--- config.mk ---
export PLATFORM = sky130hd
export DESIGN_NAME = vfss_ctrl
export DESIGN_NICKNAME = d
export VERILOG_FILES = /design/src/hdl/vfss_pkg.sv /design/src/hdl/vfss_ctrl.sv
export SDC_FILE = /design/constraint.sdc
export NUM_CORES = 1
export LEC_CHECK = 0
export BUFFER_PORTS_ARGS = -buffer_cell sky130_fd_sc_hd__buf_2
export CAP_MARGIN = 10
export CELL_PAD_IN_SITES_DETAIL_PLACEMENT = 1
export CELL_PAD_IN_SITES_GLOBAL_PLACEMENT = 2
export CORE_ASPECT_RATIO = 0.75
export CORE_MARGIN = 5
export CORE_UTILIZATION = 24
export DETAILED_ROUTE_END_ITERATION = 10
export PLACE_DENSITY_LB_ADDON = 0.1
export SKIP_CTS_REPAIR_TIMING = 1
export SLEW_MARGIN = 15
export SYNTH_ARGS = -nofsm -noshare
export SYNTH_HDL_FRONTEND = slang
export SYNTH_SLANG_ARGS = --single-unit
--- constraint.sdc ---
create_clock -name clk -period 2.2 [get_ports clk]
set_input_delay 0.11 -clock clk [delete_from_list [all_inputs] [get_ports clk]]
set_output_delay 0.11 -clock clk [all_outputs]
set_load 0.01 [all_outputs]
--- src/hdl/vfss_pkg.sv ---
// ----------------------------------------------------------------------------
// vfss_pkg
// Shared types, widths and codes of the versioned file set selector.
// ----------------------------------------------------------------------------
package vfss_pkg;

	// table sizes and stored length width
	localparam int SNAP_DEPTH  = 16;
	localparam int DELTA_DEPTH = 32;
	localparam int LENGTH_BITS = 48;

	// fixed field widths
	localparam int OP_W     = 2;
	localparam int VER_W    = 63;
	localparam int LEN_W    = 48;
	localparam int STAT_W   = 2;
	localparam int KIND_W   = 2;
	localparam int IDX_W    = 5;
	localparam int BYTES_W  = 53;
	localparam int INCL_W   = 64;

	// derived widths
	localparam int LEN_KEEP = (LENGTH_BITS < LEN_W) ? LENGTH_BITS : LEN_W;
	localparam int REC_W    = VER_W + LEN_KEEP;
	localparam int SA_W     = (SNAP_DEPTH > 1) ? $clog2(SNAP_DEPTH) : 1;
	localparam int DA_W     = (DELTA_DEPTH > 1) ? $clog2(DELTA_DEPTH) : 1;
	localparam int SC_W     = $clog2(SNAP_DEPTH + 1);
	localparam int DC_W     = $clog2(DELTA_DEPTH + 1);
	localparam int SCAN_W   = (SC_W > DC_W) ? SC_W : DC_W;
	localparam int SUM_W    = LEN_KEEP + DC_W;

	// operation codes
	localparam logic [OP_W-1:0] OP_CLEAR = 2'd0;
	localparam logic [OP_W-1:0] OP_SNAP  = 2'd1;
	localparam logic [OP_W-1:0] OP_DELTA = 2'd2;
	localparam logic [OP_W-1:0] OP_QUERY = 2'd3;

	// status codes
	localparam logic [STAT_W-1:0] ST_OK     = 2'd0;
	localparam logic [STAT_W-1:0] ST_FULL   = 2'd1;
	localparam logic [STAT_W-1:0] ST_ORDER  = 2'd2;
	localparam logic [STAT_W-1:0] ST_NOSNAP = 2'd3;

	// file kind codes
	localparam logic [KIND_W-1:0] KIND_NONE  = 2'd0;
	localparam logic [KIND_W-1:0] KIND_SNAP  = 2'd1;
	localparam logic [KIND_W-1:0] KIND_DELTA = 2'd2;

	typedef struct packed {
		logic [OP_W-1:0]  op;
		logic [VER_W-1:0] file_version;
		logic [LEN_W-1:0] file_length;
		logic [VER_W-1:0] begin_version;
		logic [VER_W-1:0] read_version;
		logic             can_collapse;
		logic             summarize;
	} in_payload_t;

	typedef struct packed {
		logic [STAT_W-1:0]        status;
		logic [KIND_W-1:0]        file_kind;
		logic [IDX_W-1:0]         file_index;
		logic [VER_W-1:0]         selected_version;
		logic [LEN_W-1:0]         selected_length;
		logic [BYTES_W-1:0]       delta_bytes;
		logic signed [INCL_W-1:0] included_version;
		logic                     last;
	} out_payload_t;

	// controller to datapath
	typedef struct packed {
		logic accept;
		logic snap_start;
		logic delta_start;
		logic scan_snap;
		logic scan_delta;
		logic pend_nosnap;
		logic finish;
		logic emit_snap;
		logic emit_rd;
		logic emit_wr;
		logic load_single;
	} ctrl_cmd_t;

	// datapath to controller
	typedef struct packed {
		logic in_query;
		logic need_snap;
		logic scan_done;
		logic have_snap;
		logic empty;
		logic last_delta;
		logic out_free;
	} dp_stat_t;

endpackage

--- src/hdl/vfss_ctrl.sv ---
// ----------------------------------------------------------------------------
// vfss_ctrl
// Sequencer of the selector: accept, table scans, selection and emission.
// ----------------------------------------------------------------------------
module vfss_ctrl import vfss_pkg::*; (
	input  logic      clk,
	input  logic      arst_n,
	input  logic      in_valid,
	output logic      in_ready,
	input  dp_stat_t  stat,
	output ctrl_cmd_t cmd
);

	localparam logic [3:0] S_IDLE   = 4'd0;
	localparam logic [3:0] S_QSTART = 4'd1;
	localparam logic [3:0] S_SSCAN  = 4'd2;
	localparam logic [3:0] S_DSCAN  = 4'd3;
	localparam logic [3:0] S_FIN    = 4'd4;
	localparam logic [3:0] S_DECIDE = 4'd5;
	localparam logic [3:0] S_ESNAP  = 4'd6;
	localparam logic [3:0] S_ERD    = 4'd7;
	localparam logic [3:0] S_EWR    = 4'd8;
	localparam logic [3:0] S_ONE    = 4'd9;

	logic [3:0] state_q;
	logic [3:0] state_d;

	assign in_ready = (state_q == S_IDLE);

	// next state and commands
	always_comb begin
		state_d = state_q;
		cmd     = '0;
		case (state_q)
			S_IDLE: begin
				if (in_valid) begin
					cmd.accept = 1'b1;
					state_d    = stat.in_query ? S_QSTART : S_ONE;
				end
			end
			S_QSTART: begin
				if (stat.need_snap) begin
					cmd.snap_start = 1'b1;
					state_d        = S_SSCAN;
				end else begin
					cmd.delta_start = 1'b1;
					state_d         = S_DSCAN;
				end
			end
			S_SSCAN: begin
				cmd.scan_snap = 1'b1;
				if (stat.scan_done) begin
					if (stat.have_snap) begin
						cmd.delta_start = 1'b1;
						state_d         = S_DSCAN;
					end else begin
						cmd.pend_nosnap = 1'b1;
						state_d         = S_ONE;
					end
				end
			end
			S_DSCAN: begin
				cmd.scan_delta = 1'b1;
				if (stat.scan_done) begin
					state_d = S_FIN;
				end
			end
			S_FIN: begin
				cmd.finish = 1'b1;
				state_d    = S_DECIDE;
			end
			S_DECIDE: begin
				if (stat.have_snap) begin
					state_d = S_ESNAP;
				end else if (stat.empty) begin
					state_d = S_ONE;
				end else begin
					state_d = S_ERD;
				end
			end
			S_ESNAP: begin
				if (stat.out_free) begin
					cmd.emit_snap = 1'b1;
					state_d       = stat.empty ? S_IDLE : S_ERD;
				end
			end
			S_ERD: begin
				cmd.emit_rd = 1'b1;
				state_d     = S_EWR;
			end
			S_EWR: begin
				if (stat.out_free) begin
					cmd.emit_wr = 1'b1;
					state_d     = stat.last_delta ? S_IDLE : S_ERD;
				end
			end
			S_ONE: begin
				if (stat.out_free) begin
					cmd.load_single = 1'b1;
					state_d         = S_IDLE;
				end
			end
			default: begin
				state_d = S_IDLE;
			end
		endcase
	end

	// state register
	always_ff @(posedge clk or negedge arst_n) begin
		if (!arst_n) begin
			state_q <= S_IDLE;
		end else begin
			state_q <= state_d;
		end
	end

endmodule

# Yosys cells after proc, flatten, opt, wreduce, memory -nomap -nowiden
# Cells that the tools add are included.
[op_classes]
reduce_logical = 2
eq_ne = 15
mux = 33
[op_table]
columns = ["operator", "n"]
rows = [
  ["4-bit two-way mux", 10],
  ["4-bit case mux with 10 select lines", 1],
  ["1-bit two-way mux", 19],
  ["4-bit by 3-bit == test with 1-bit output, second input constant", 4],
  ["2-bit != test, second input constant", 6],
  ["4-bit by 2-bit == test with 1-bit output, second input constant", 2],
  ["4-bit == test, second input constant", 2],
  ["3-bit two-way mux", 2],
  ["6-bit AND reduction", 1],
  ["4-bit by 1-bit == test with 1-bit output, second input constant", 1],
  ["4-bit logical NOT", 1],
  ["1-bit case mux with 2 select lines", 1],
]
[totals]
output_inout_bits = 12
reg_bits = 4
wordCells = 51

# Longest topological paths before layout
# Gate-level depths: netlist of the first run.
[depth]
word_depth = 3
mapped_depth = 5
mapped_depth_nobuf = 4

# Least setup slack after synthesis of the first run
# No wires, ideal clock.
[synth_timing]
kind = "register -> output"
start = "register state_q[2]"
end = "output cmd[5] in the netlist's numbering"
path_stages_with_launch = 5
n_path_buf = 1
t_arrival_ns = 1.259
setup_slack_ns = 0.831
path_cell_list = "dfrtp_1 buf_4 or2_1 nor2_1 and3_1"
[synth_rtl]
columns = ["element", "line", "source"]
rows = [
  ["from (decl)", "vfss_ctrl.sv:25", "logic [3:0] state_q;"],
  ["from (signal assigned)", "vfss_ctrl.sv:114", "state_q <= state_d;"],
  ["to (decl)", "vfss_ctrl.sv:11", "output ctrl_cmd_t cmd"],
]

==> impl_metrics.py, run 1 <==
metrics = {
    "grt": {
        "gr-usage-all-layers_pct": 11.5,
        "antenna_found_initial": 0,
        "grt_pass1_wl_um": 2590,
        "grt_max_degree": 18,
        "grt_remaining_overflow": 0,
        "grt_pass1_vias": 571,
    },
    "floorplan": {
        "rows": 14,
        "die-area_mm2": 0.00303,
        "coreArea_mm2": 0.00196,
        "start_util_pct": 24.7,
        "die_w_um": 61.9,
        "pin_count": 22,
        "die_h_um": 49.0,
    },
    "placed_design": {
        "gp_congestion": 0.737,
        "hpwl_um": 1240,
        "place_ws_ns": 0.611,
        "portBuffers": 21,
    },
    "cts": {
        "cts.sinks": 4,
        "path_clk_slew_ns": 0.04,
        "cts_tree": "done",
        "cts_root_buffer": "clkbuf_4",
        "cts_made_buffers": 3,
        "h-tree-depth": 1,
        "clkLatencyLatePin_ns": 0.24,
        "clockBufferDepth": 2,
    },
    "finish": {
        "areaGrowthSynthToFinish_pct": 29.9,
        "drive_above_1_share_pct": 32.6,
        "final_nets": 101,
        "regMostFlops": "state_q",
        "reg_top3": "state_q (4)",
        "diodes": 0,
        "layout_common_cells": "buf_2, nor2_1, nor3_1",
        "largest_reg_flops": 4,
        "final_common_cell": "buf_2",
    },
    "drt": {
        "routed_via_density": 5.08,
        "routedWlPerCell_um": 14.3,
        "route.detailed.drc": 0,
        "antenna_left": 0,
        "drt_iter0_markers": 2,
        "firstDrtPassIters": 3,
        "wl_um": 1610,
        "vias": 574,
    },
    "sta": {
        "timing.final.hold_violations": 0,
        "fin_crit_sh_pct": 80.4,
        "hold_slack_ns": 0.213,
        "finalSetupViolations": 0,
        "timing.final.ws_setup_ns": 0.432,
        "rsz0062_at_grt": "no",
        "max_freq_ghz": 0.566,
        "period_needed_ns": 1.77,
        "drv_slew": 0,
        "slew_headroom_pct": 65.4,
        "skew_ns": 0.00306,
        "tns_ns": 0,
        "max_slew.worst_pin.slew_ns": 0.519,
    },
    "yosys": {
        "yosysUniqueCellTypes": 34,
        "synth_top_cell_by_area": "dfrtp_1",
        "synthTopCellsByArea": "dfrtp_1, nor3_1, nor2_1",
        "ys_ff_latch": 4,
        "syn-num-nets": 78,
        "synth_cells": 68,
        "synthArstFlopShare_pct": 100,
        "synth_edf_count": 0,
        "syn_area_um2": 485,
        "synth_seq_area_share_pct": 20.6,
        "yosysWarnings": 0,
        "ys.flop_type": "dfrtp_1",
        "synth_top_cell_area_share_pct": 20.6,
        "syn_area_per_cell_um2": 7.14,
    },
    "setup_path": {
        "crit_arrival_ns": 1.66,
        "endpoint_kind": "output port",
        "worst_path_max_delay_cell": "dfrtp_1",
        "worstSetupPathType": "reg -> out",
        "cpPeakStageDelay_ns": 0.65,
        "path_cells": "or2b_1 > o22a_1 > nor2_1 > buf_2",
        "cp_num_buf_inv": 1,
        "critPathMaxFanout": 17,
        "startpoint_type": "register",
        "critical_path_cell_count": 4,
        "cp.required_ns": 2.09,
        "critical-path-top-delay-family": "flip-flops",
        "r2r_cells": 4,
    },
    "power_and_ir_drop": {
        "swShare_pct": 50.9,
        "power_frac_seq_pct": 29.9,
        "max-vdd-ir-drop_v": 0.000439,
        "p_sw_mw": 0.358,
        "pwr-share-comb_pct": 57.0,
        "power_mw": 0.704,
        "power.density_mw_per_mm2": 1120,
        "internal_power_mw": 0.346,
        "clockPowerShare_pct": 13.1,
        "power_leakage_nw": 0.306,
    },
    "run_status": {
        "status": "complete, no violations",
    },
    "job": {
        "maxCapViolations": 0,
    },
    "worst_hold_path": {
        "hp-class": "in -> async",
    },
}
==> cell families (layout without fill, tap and decap cells) <==
family | count (synthesis) | count (layout) | share of synthesized area (%)
flip-flops | 4 | 4 | 20.6
AO/OA/AOI/OAI | 18 | 18 | 27.3
AND/OR/NAND/NOR | 38 | 38 | 43.0
multiplexers | 1 | 1 | 2.06
buffers and inverters | 7 | 28 | 6.96
==> per-layer routing <==
| layer | global-route usage (%) | part of all wire [%] | routed length [µm] |
|---|---|---|---|
| met2 | 16.9 | 45 | 732 |
| met4 | 3.18 | 0.50 | 8 |
| met3 | 4.76 | 6.2 | 100 |
| met5 | 0 | 0 | 0 |
| met1 | 15.1 | 48 | 770 |
==> Yosys cell counts (all sizes together), types with 2 or more instances <==
master and n:
nor2 10, nor3 8, o21ai 6, buf 4
dfrtp 4, nand2 4, inv 3, a211oi 2
a21oi 2, and3 2, nand2b 2, nand3b 2
nor2b 2, o22a 2
==> path summary, 6_finish.rpt <==
| kind | from | endpoint | slack [ns] |
|---|---|---|---|
| min in group clk | stat[0] | state_q[2]$_DFFE_PN0P_ | 0.22 |
| max in group asynchronous | arst_n | state_q[3]$_DFFE_PN0P_ | 1.87 |
| min | arst_n | state_q[2]$_DFFE_PN0P_ | 0.21 |
| max | state_q[0]$_DFFE_PN0P_ | cmd[8] | 0.43 |
| min reg2reg | state_q[3]$_DFFE_PN0P_ | state_q[3]$_DFFE_PN0P_ | 0.75 |
| max reg2reg | state_q[0]$_DFFE_PN0P_ | state_q[3]$_DFFE_PN0P_ | 0.58 |
==> final cells by class <==
type	count	area, µm²
clock buffer	3	22.5
inverter	3	11.3
tap	24	30.0
fill	266	1330
sequential	4	100
timing repair buffer	22	115
multi-input combinational	57	352
==> stage by stage <==
step / utilization, % / cells / cell area [µm²]
6_report: 32.1 / 113 / 631
5_1_grt: 32.1 / 113 / 631
4_1_cts: 31.6 / 112 / 621
3_5_place_dp: 30.5 / 109 / 598
3_3_place_gp: 30.5 / 109 / 598
2_1_floorplan: - / 68 / 485
==> power groups by stage <==
stage	Combinational (mW)	Clock, mW	Sequential (mW)
final	0.401	0.0923	0.210
after global routing	0.451	0.107	0.221
after CTS	0.406	0.0967	0.209
after detailed placement	0.402	0	0.210
after global placement	0.402	0	0.212
after floorplan	0.360	0	0.132
==> worst register-to-register path, delay by kind of cell, from the launching register on <==
family,cells,cell delay (ns)
multiplexers,1,0.22
AND/OR/NAND/NOR,2,0.49
flip-flops,1,0.56
AO/OA/AOI/OAI,1,0.26
Power figures use the tool's default switching activity.
==> run 2, diff against run 1 <==
--- a/config.mk
+++ b/config.mk
@@ -11,7 +11,7 @@
 export CELL_PAD_IN_SITES_GLOBAL_PLACEMENT = 2
 export CORE_ASPECT_RATIO = 0.75
 export CORE_MARGIN = 5
-export CORE_UTILIZATION = 24
+export CORE_UTILIZATION = 20
 export DETAILED_ROUTE_END_ITERATION = 10
 export PLACE_DENSITY_LB_ADDON = 0.1
 export SKIP_CTS_REPAIR_TIMING = 1
==> constraint.sdc (replaced) <==
create_clock -name clk -period 1.4 [get_ports clk]
set_input_delay 0.07 -clock clk [delete_from_list [all_inputs] [get_ports clk]]
set_output_delay 0.07 -clock clk [all_outputs]
set_load 0.01 [all_outputs]
==> impl_metrics.py, run 2 (same netlist as run 1, synthesis figures left out) <==
metrics = {
    "run_status": {
        "status": "finished, violations left",
        "violations": "negative setup slack",
    },
    "floorplan": {
        "pin_count": 22,
        "start_util_pct": 21.0,
        "rows": 15,
        "die-area_mm2": 0.00352,
        "die_h_um": 52.7,
        "coreArea_mm2": 0.00231,
        "die_w_um": 66.9,
    },
    "setup_path": {
        "startpoint_type": "register",
        "cp-startpoint": "state_q[1]$_DFFE_PN0P_",
        "endpoint_kind": "output port",
        "r2r_cells": 5,
        "crit_arrival_ns": 1.41,
        "r2r-end": "state_q[1]$_DFFE_PN0P_",
        "worst_path_max_delay_cell": "dfrtp_2",
        "critPathMaxFanout": 8,
        "r2r_start": "state_q[3]$_DFFE_PN0P_",
        "critPathCapture": "cmd[8]",
        "worstSetupPathType": "reg -> out",
        "cpPeakStageDelay_ns": 0.46,
        "ff2ff_setup_slack_ns": -0.06,
        "cp.required_ns": 1.33,
        "path_cells": "or2b_4 > o22a_1 > nor2_1 > buf_2",
    },
    "sta": {
        "drv_slew": 0,
        "fin_crit_sh_pct": 105,
        "skew_ns": 0.00146,
        "tns_ns": -0.248,
        "period_needed_ns": 1.48,
        "max_slew.worst_pin.slew_ns": 0.328,
        "timing.final.ws_setup_ns": -0.0770,
        "finalSetupViolations": 6,
        "timing.final.hold_violations": 0,
        "slew_headroom_pct": 78.1,
        "max_freq_ghz": 0.677,
        "rsz0062_at_grt": "yes",
    },
    "placed_design": {
        "post_dp_cell_area_um2": 708,
        "placed_cells": 132,
        "hpwl_um": 1450,
        "gp_congestion": 0.755,
        "portBuffers": 21,
    },
    "grt": {
        "grt_pass1_wl_um": 2950,
        "grt_max_degree": 10,
        "grt_pass1_vias": 633,
        "antenna_found_initial": 0,
        "gr-usage-all-layers_pct": 11.2,
        "grt_remaining_overflow": 0,
    },
    "finish": {
        "layout_common_cells": "buf_2, buf_4, nor2_1, nor3_1",
        "regMostFlops": "state_q",
        "final_nets": 118,
        "stdcell_count": 140,
        "drive_above_1_share_pct": 56.6,
        "final_cell_area_um2": 845,
        "reg_top3": "state_q (4)",
        "areaGrowthSynthToFinish_pct": 74.0,
        "final_common_cell": "buf_2",
        "largest_reg_flops": 4,
        "diodes": 0,
    },
    "job": {
        "maxCapViolations": 0,
    },
    "power_and_ir_drop": {
        "power_leakage_nw": 0.394,
        "max-vdd-ir-drop_v": 0.000576,
        "power.density_mw_per_mm2": 1840,
    },
    "drt": {
        "vias": 640,
        "routedWlPerCell_um": 13.1,
        "routed_via_density": 4.57,
        "route.detailed.drc": 0,
        "wl_um": 1830,
        "antenna_left": 0,
        "drt_iter0_markers": 4,
        "firstDrtPassIters": 3,
    },
    "worst_hold_path": {
        "hp-class": "in -> async",
    },
    "cts": {
        "path_clk_slew_ns": 0.04,
        "clkLatencyLatePin_ns": 0.24,
        "h-tree-depth": 1,
        "cts_made_buffers": 3,
        "clockBufferDepth": 2,
        "cts.sinks": 4,
        "cts_root_buffer": "clkbuf_4",
        "cts_tree": "done",
    },
}
## run 2: layout make-up
type,instances,area (µm²)
Sequential cell,4,105
Fill cell,283,1460
Timing Repair Buffer,39,256
Multi-Input combinational cell,57,407
Tap cell,34,42.5
Inverter,3,11.3
Clock buffer,3,22.5
## run 2: worst max-delay path: cells and delay by family (launching register included)
kind                   cells  cell delay [ns]
flip-flops                 1             0.46
AND/OR/NAND/NOR            2             0.41
AO/OA/AOI/OAI              1             0.16
buffers and inverters      1             0.14
## run 2: report_power, final
part	switching, mW	internal (mW)	leakage [nW]
combinational	0.543	0.608	0.334
clock	0.0492	0.0960	0.0138
sequential	0.0922	0.170	0.0464
## run 2: per-stage QoR
stage	setup WS, ns	power (mW)	hold WS [ns]	util, %
4_1_cts	-0.170	1.35	-0.374	31.7
5_1_grt	-0.119	1.71	0.167	36.6
3_5_place_dp	-0.0504	1.19	-0.119	30.7
3_3_place_gp	-0.0439	1.19	-0.121	30.7
2_1_floorplan	0.0713	0.772	-0.226	-
6_report	-0.0770	1.56	0.181	36.6
## run 2: layer usage
| metal | wire, µm | global-route usage (%) | vias up |
|---|---|---|---|
| met5 | 0 | 0 | - |
| met4 | 0 | 3.03 | 0 |
| met3 | 88 | 3.65 | 0 |
| met2 | 867 | 17.3 | 17 |
| met1 | 871 | 14.8 | 296 |
| li1 | - | - | 327 |
## run 2: worst min-delay path by stage
stage	start	endpoint	slack, ns	cells after the start
detailed placement	arst_n	state_q[0]$_DFFE_PN0P_	-0.12	1
global route	arst_n	state_q[0]$_DFFE_PN0P_	0.17	2
floorplan	arst_n	state_q[0]$_DFFE_PN0P_	-0.23	0
CTS	arst_n	state_q[2]$_DFFE_PN0P_	-0.37	1
finish	arst_n	state_q[2]$_DFFE_PN0P_	0.18	2
global placement	arst_n	state_q[0]$_DFFE_PN0P_	-0.12	1
